File: config.mk
export PLATFORM = sky130hd
export DESIGN_NAME = planar_to_packed_tile_pixels
export DESIGN_NICKNAME = d
export VERILOG_FILES = /design/src/hw/rtl/p2pt_pkg.sv /design/src/hw/rtl/p2pt_front.sv /design/src/hw/rtl/p2pt_queue.sv /design/src/hw/rtl/p2pt_back.sv /design/src/hw/rtl/planar_to_packed_tile_pixels.sv
export SDC_FILE = /design/constraint.sdc
export NUM_CORES = 1
export LEC_CHECK = 0
export ABC_AREA = 1
export ABC_CLOCK_PERIOD_IN_PS = 7310
export BUFFER_PORTS_ARGS = -buffer_cell sky130_fd_sc_hd__buf_2
export CAP_MARGIN = 20
export CORE_MARGIN = 4
export CORE_UTILIZATION = 34
export CTS_BUF_LIST = sky130_fd_sc_hd__clkbuf_2
export CTS_CLUSTER_DIAMETER = 40
export CTS_CLUSTER_SIZE = 24
export DETAILED_ROUTE_END_ITERATION = 16
export GPL_ROUTABILITY_DRIVEN = 1
export GPL_TIMING_DRIVEN = 0
export PLACE_DENSITY_LB_ADDON = 0.25
export SLEW_MARGIN = 5
export SYNTH_ARGS = -nofsm -noshare
export SYNTH_HDL_FRONTEND = slang
export SYNTH_SLANG_ARGS = --single-unit
File: constraint.sdc
create_clock -name clk -period 7.31 [get_ports clk]
set_input_delay 0.3655 -clock clk [delete_from_list [all_inputs] [get_ports clk]]
set_output_delay 0.3655 -clock clk [all_outputs]
set_load 0.005 [all_outputs]
File: src/hw/rtl/p2pt_pkg.sv
package p2pt_pkg;

	localparam int TILE_BYTES  = 128;
	localparam int TILE_ROWS   = 16;
	localparam int HALF_BYTES  = TILE_BYTES / 2;
	localparam int POS_W       = $clog2(TILE_BYTES);
	localparam int ROW_W       = $clog2(TILE_ROWS);
	localparam int ROW_PIXELS  = 16;
	localparam int PIXEL_IDX_W = $clog2(ROW_PIXELS);
	localparam int PIX_W       = 4;
	localparam int QUEUE_DEPTH = 2;

	localparam logic [1:0] LANE_LAST = 2'd3;

	typedef struct packed {
		logic [31:0] left;
		logic [31:0] right;
		logic        last;
	} row_job_t;

endpackage

File: src/hw/rtl/p2pt_front.sv
module p2pt_front #(
	parameter int DEPTH = p2pt_pkg::QUEUE_DEPTH,
	parameter int LVL_W = $clog2(DEPTH + 1)
) (
	input  logic                 clk,
	input  logic                 arst_n,
	input  logic                 in_valid,
	output logic                 in_ready,
	input  logic [7:0]           data_byte,
	input  logic                 end_of_region,
	input  logic [LVL_W-1:0]     level,
	output logic                 push,
	output p2pt_pkg::row_job_t   push_job
);

	logic [p2pt_pkg::POS_W-1:0] pos_q;
	logic [23:0]                group_q;
	logic [31:0]                store_q [p2pt_pkg::TILE_ROWS];
	logic [p2pt_pkg::ROW_W-1:0] row;
	logic                       accept;
	logic                       in_right;
	logic                       row_end;
	logic [LVL_W:0]             need;

	logic        valid_s1;
	logic [31:0] left_s1;
	logic [31:0] right_s1;
	logic        last_s1;

	assign need     = {1'b0, level} + (LVL_W + 1)'(valid_s1);
	assign in_ready = need < (LVL_W + 1)'(DEPTH);
	assign accept   = in_valid && in_ready;
	assign row      = pos_q[2 +: p2pt_pkg::ROW_W];
	assign in_right = !pos_q[p2pt_pkg::POS_W-1];
	assign row_end  = !in_right && (pos_q[1:0] == p2pt_pkg::LANE_LAST);

	// right-half store, one 32-bit word per row, byte lanes written singly
	always_ff @(posedge clk) begin
		if (accept && in_right) begin
			store_q[row][pos_q[1:0]*8 +: 8] <= data_byte;
		end
		if (accept && row_end) begin
			right_s1 <= store_q[row];
			left_s1  <= {data_byte, group_q};
			last_s1  <= end_of_region;
		end
	end

	always_ff @(posedge clk or negedge arst_n) begin
		if (!arst_n) begin
			pos_q    <= '0;
			group_q  <= '0;
			valid_s1 <= 1'b0;
		end else begin
			valid_s1 <= accept && row_end;
			if (accept) begin
				if (end_of_region) begin
					pos_q   <= '0;
					group_q <= '0;
				end else begin
					if (!in_right && !row_end) begin
						group_q[pos_q[1:0]*8 +: 8] <= data_byte;
					end
					pos_q <= pos_q + 1'b1;
				end
			end
		end
	end

	assign push           = valid_s1;
	assign push_job.left  = left_s1;
	assign push_job.right = right_s1;
	assign push_job.last  = last_s1;

endmodule

File: src/hw/rtl/p2pt_queue.sv
module p2pt_queue #(
	parameter int DEPTH = p2pt_pkg::QUEUE_DEPTH,
	parameter int LVL_W = $clog2(DEPTH + 1)
) (
	input  logic                 clk,
	input  logic                 arst_n,
	input  logic                 push,
	input  p2pt_pkg::row_job_t   push_job,
	input  logic                 pop,
	output logic                 head_valid,
	output p2pt_pkg::row_job_t   head_job,
	output logic [LVL_W-1:0]     level
);

	localparam int PTR_W = (DEPTH > 1) ? $clog2(DEPTH) : 1;

	p2pt_pkg::row_job_t entries_q [DEPTH];
	logic [PTR_W-1:0]   wr_q;
	logic [PTR_W-1:0]   rd_q;
	logic [LVL_W-1:0]   level_q;

	always_ff @(posedge clk) begin
		if (push) begin
			entries_q[wr_q] <= push_job;
		end
	end

	always_ff @(posedge clk or negedge arst_n) begin
		if (!arst_n) begin
			wr_q    <= '0;
			rd_q    <= '0;
			level_q <= '0;
		end else begin
			if (push) begin
				wr_q <= (wr_q == PTR_W'(DEPTH - 1)) ? '0 : wr_q + 1'b1;
			end
			if (pop) begin
				rd_q <= (rd_q == PTR_W'(DEPTH - 1)) ? '0 : rd_q + 1'b1;
			end
			unique case ({push, pop})
				2'b10:   level_q <= level_q + 1'b1;
				2'b01:   level_q <= level_q - 1'b1;
				default: level_q <= level_q;
			endcase
		end
	end

	assign head_valid = level_q != '0;
	assign head_job   = entries_q[rd_q];
	assign level      = level_q;

endmodule

File: src/hw/rtl/p2pt_back.sv
module p2pt_back (
	input  logic                         clk,
	input  logic                         arst_n,
	input  logic                         head_valid,
	input  p2pt_pkg::row_job_t           head_job,
	output logic                         pop,
	output logic                         out_valid,
	input  logic                         out_ready,
	output logic [p2pt_pkg::PIX_W-1:0]   pixel,
	output logic                         row_done,
	output logic                         region_done
);

	localparam logic [p2pt_pkg::PIXEL_IDX_W-1:0] LAST_PIX =
		p2pt_pkg::PIXEL_IDX_W'(p2pt_pkg::ROW_PIXELS - 1);

	logic [p2pt_pkg::PIXEL_IDX_W-1:0] k_q;
	logic                             out_valid_q;
	logic [p2pt_pkg::PIX_W-1:0]       pixel_q;
	logic                             row_done_q;
	logic                             region_done_q;
	logic                             load;
	logic                             final_pix;
	logic [31:0]                      src;
	logic [2:0]                       x;
	logic [p2pt_pkg::PIX_W-1:0]       pixel_d;

	assign load      = head_valid && (!out_valid_q || out_ready);
	assign final_pix = k_q == LAST_PIX;
	assign src       = k_q[p2pt_pkg::PIXEL_IDX_W-1] ? head_job.right : head_job.left;
	assign x         = k_q[2:0];
	// plane order 3,1,2,0 from msb down
	assign pixel_d   = {src[24 + x], src[8 + x], src[16 + x], src[x]};
	assign pop       = load && final_pix;

	always_ff @(posedge clk) begin
		if (load) begin
			pixel_q       <= pixel_d;
			row_done_q    <= final_pix;
			region_done_q <= final_pix && head_job.last;
		end
	end

	always_ff @(posedge clk or negedge arst_n) begin
		if (!arst_n) begin
			k_q         <= '0;
			out_valid_q <= 1'b0;
		end else begin
			if (load) begin
				out_valid_q <= 1'b1;
				k_q         <= k_q + 1'b1;
			end else if (out_ready) begin
				out_valid_q <= 1'b0;
			end
		end
	end

	assign out_valid   = out_valid_q;
	assign pixel       = pixel_q;
	assign row_done    = row_done_q;
	assign region_done = region_done_q;

endmodule

File: src/hw/rtl/planar_to_packed_tile_pixels.sv
// channel   | handshake             | payload
// ----------+-----------------------+-----------------------------------
// in        | in_valid / in_ready   | data_byte[7:0], end_of_region
// out       | out_valid / out_ready | pixel[3:0], row_done, region_done
//
// Bytes are taken one per cycle while the row queue has room; each completed
// row yields 16 pixels, one per cycle while a row is queued and out_ready
// holds, through the single pixel output register.
// A row's first pixel passes the row register, queue and output register.
// Reset clears position, queue and output valid; the store needs no clear.
// A stalled output stops the back end only; the front keeps taking bytes
// until the queue is full.
module planar_to_packed_tile_pixels #(
	parameter int QUEUE_DEPTH = p2pt_pkg::QUEUE_DEPTH
) (
	input  logic                       clk,
	input  logic                       arst_n,
	input  logic                       in_valid,
	output logic                       in_ready,
	input  logic [7:0]                 data_byte,
	input  logic                       end_of_region,
	output logic                       out_valid,
	input  logic                       out_ready,
	output logic [p2pt_pkg::PIX_W-1:0] pixel,
	output logic                       row_done,
	output logic                       region_done
);

	localparam int LVL_W = $clog2(QUEUE_DEPTH + 1);

	logic                 push;
	p2pt_pkg::row_job_t   push_job;
	logic                 pop;
	logic                 head_valid;
	p2pt_pkg::row_job_t   head_job;
	logic [LVL_W-1:0]     level;

	p2pt_front #(
		.DEPTH (QUEUE_DEPTH),
		.LVL_W (LVL_W)
	) u_front (
		.clk           (clk),
		.arst_n        (arst_n),
		.in_valid      (in_valid),
		.in_ready      (in_ready),
		.data_byte     (data_byte),
		.end_of_region (end_of_region),
		.level         (level),
		.push          (push),
		.push_job      (push_job)
	);

	p2pt_queue #(
		.DEPTH (QUEUE_DEPTH),
		.LVL_W (LVL_W)
	) u_queue (
		.clk        (clk),
		.arst_n     (arst_n),
		.push       (push),
		.push_job   (push_job),
		.pop        (pop),
		.head_valid (head_valid),
		.head_job   (head_job),
		.level      (level)
	);

	p2pt_back u_back (
		.clk         (clk),
		.arst_n      (arst_n),
		.head_valid  (head_valid),
		.head_job    (head_job),
		.pop         (pop),
		.out_valid   (out_valid),
		.out_ready   (out_ready),
		.pixel       (pixel),
		.row_done    (row_done),
		.region_done (region_done)
	);

endmodule

==> flow_metrics.py <==
metrics = {
    "run_status": {
        "outcome": "complete, no violations",
    },
    "routing": {
        "viasPerCell": 5.04,
        "initialDrtViolationCount": 1608,
        "vias": 17600,
        "drt.antenna.violating_nets": 0,
        "drt-pass1-iter-count": 9,
        "drc": 0,
        "wirelength_mm": 79.3,
        "routedWlPerCell_microns": 22.7,
    },
    "timing": {
        "fin_crit_ns": 3.93,
        "setup_viol": 0,
        "hold_viol": 0,
        "rsz0062_at_grt": "no",
        "slew_headroom": 0.215,
        "finalMaxSlewViolations": 0,
        "worst_pin_slew_ns": 1.17,
        "skew_ns": 0.175,
        "final.setup.tns_ns": 0,
        "min_period_over_period": 0.538,
        "setup_slack_ns": 3.38,
        "fmax_mhz": 254,
    },
    "critical_path": {
        "crit_required_ns": 8.12,
        "critical_path_arrival_ns": 4.74,
        "cp-end-kind": "flip-flop",
        "start_kind": "flip-flop",
        "crit_fanout": 10,
        "crit_type": "flip-flop to flip-flop",
    },
    "pwr": {
        "totalPowerFinal_mw": 11.4,
        "peakVddDrop_mv": 0.205,
        "p_leak_nw": 11.8,
        "powerDensity_nw_per_um2": 352,
    },
    "final_layout": {
        "syn_to_final_growth_pct": 12.1,
        "layout-drive-gt1-share": 0.117,
        "finalNetCount": 2290,
        "mostFrequentLayoutCell": "edfxtp_1",
        "final_cell_mix": "edfxtp_1 (713), nand2_1 (608), a22oi_1 (256), inv_1 (116), nand3_1 (116)",
        "utilization": 0.386,
        "fin_area_sq_um": 32400,
    },
    "logic_synthesis": {
        "synthSimpleGateAreaFrac": 0.113,
        "synth_compound_area_frac": 0.0745,
        "ys_seq_area_frac": 0.775,
        "ys_ff_latch": 754,
        "synth_nets": 2134,
        "avgSynthCellArea_sq_um": 13.7,
        "synth_top_family_by_area": "simple AND/OR/NAND/NOR gates",
        "ys_types": 27,
        "synth_xor_area_frac": 0.00212,
        "synthMuxAreaShare": 0,
        "synthesis.area_sq_um": 28900,
        "synth_cells": 2113,
        "yosys.area_share.adder": 0.00346,
        "yosysWarningCount": 0,
    },
    "cts": {
        "clk_latency_ns": 1.31,
        "cts_sinks": 754,
        "htreeDepth": 3,
        "cts_buffer_depth": 3,
        "cts_resized": 0,
        "cts_tree": "done",
        "clockRootBuffer": "clkbuf_2",
        "clk_pin_slew_ns": 0.22,
        "cts_buffers": 103,
    },
    "global_route": {
        "grt_overflow_total": 0,
        "antenna_found_initial": 6,
        "grt_pass1_wl_mm": 114,
        "grt_util_all_layers": 0.174,
        "grt_pass1_vias": 17400,
        "grt_max_degree": 43,
    },
    "floorplan": {
        "die_h_microns": 300,
        "core_area_sq_um": 84000,
        "rows": 106,
        "fp.dieW_microns": 300,
        "ioPinCount": 21,
        "dieArea_sq_um": 89800,
        "initial_core_util": 0.345,
    },
    "placement": {
        "gp_congestion": 0.857,
        "portBuffers": 20,
        "pre_cts_ws_ns": 3.56,
        "placed_area_sq_um": 30600,
        "post-dp-hpwl_mm": 52.7,
    },
    "run": {
        "cap_violations": 0,
    },
    "min_path": {
        "hp-class": "input pin to flip-flop",
    },
}
layout make-up:
cell class                 instances  area (sq um)
antenna                            4          10.0
buffer                           103           455
clock buffer                     110           551
clock inverter                    84          1020
fill                            7945         51500
inverter                         121           457
multi-input combinational       1135          5610
sequential                       754         22400
tap                             1134          1420
timing repair buffer              51           477
sequential cells by signal (all words and copies together) (netlist names):
register	flops
u_back.k_q	4
u_back.out_valid	1
u_back.pixel	4
u_back.region_done	1
u_back.row_done	1
u_front.group_q	24
u_front.last_s1	1
u_front.left_s1	32
u_front.pos_q	7
u_front.push	1
u_front.right_s1	32
u_front.store_q	512
u_queue.entries_q	130
u_queue.level	2
u_queue.rd_q	1
u_queue.wr_q	1
worst max-delay path, stage by stage, from the launching register on:
cell,delay [ns]
dfrtp_1,0.43
inv_1,0.07
nor2_1,0.88
clkbuf_1,0.66
nand2_1,0.44
nor2_1,0.93
cells in the mapped netlist:
library cell  number  area, sq um
nor3_1             6         30.0
o22ai_1            1         6.26
o21ai_0           13         65.1
clkbuf_2           1         5.00
inv_2              1         3.75
nand3_1          116          581
nand4_1            1         6.26
nor2_2             3         18.8
dfrtp_1           41         1030
clkbuf_1          44          165
a21oi_1            7         35.0
nand2_1          608         2280
a31oi_1            1         6.26
xor2_1             6         52.6
a22oi_1          256         1920
nor4_1             1         6.26
buf_4              1         7.51
edfxtp_1         713        21400
ha_1               8          100
nor2_1            88          330
xnor2_1            1         8.76
buf_1              6         22.5
clkinv_1           3         11.3
buf_2             51          255
o31ai_1           16          120
inv_1            117          439
or2_2              3         18.8
per-layer routing:
| layer | global-route usage | part of all wire |
|---|---|---|
| met3 | 0.0405 | 0.084 |
| met4 | 0.0594 | 0.030 |
| met2 | 0.275 | 0.46 |
| met1 | 0.237 | 0.43 |
| met5 | 0 | 0 |
cells by family (layout without fill, tap and decap cells):
family / Yosys count / count (layout)
AO/OA/AOI/OAI: 294 / 294
XOR/XNOR: 7 / 7
adder cells (fa/ha/maj): 8 / 8
buffers and inverters: 224 / 469
flip-flops: 754 / 754
other: 0 / 4
AND/OR/NAND/NOR: 826 / 826
repair_timing:
item | 4_1_cts | 5_1_grt
setup buffers | 0 | 0
hold buffers | 21 | 0
hold endpoints to repair | 591 | 0
where the power goes:
group          internal, mW  switching (mW)
Combinational         0.828            2.63
Clock                  1.12            1.71
Sequential             5.06          0.0517
per-stage QoR:
stage | instances | hold slack [ns]
floorplan | 2113 | 0.0699
global placement | 3267 | 0.423
detailed placement | 3274 | 0.433
CTS | 3489 | 0.00283
global route | 3496 | -0.00952
finish | 3496 | 0.131
final timing paths:
check	from	endpoint	slack, ns	depth (start not counted)
max in group asynchronous	arst_n	u_front.group_q[2]	6.79	4
min	data_byte[4]	u_front.left_s1[28]	0.13	2
max reg2reg	u_front.pos_q[5]	u_front.store_q[8][0]	3.38	5
min in group asynchronous	arst_n	u_front.pos_q[5]	0.15	4
min reg2reg	u_front.left_s1[13]	u_queue.entries_q[1][46]	0.38	0
max	u_front.pos_q[5]	u_front.store_q[8][0]	3.38	5
No activity file was read; power rests on OpenSTA's default activity.
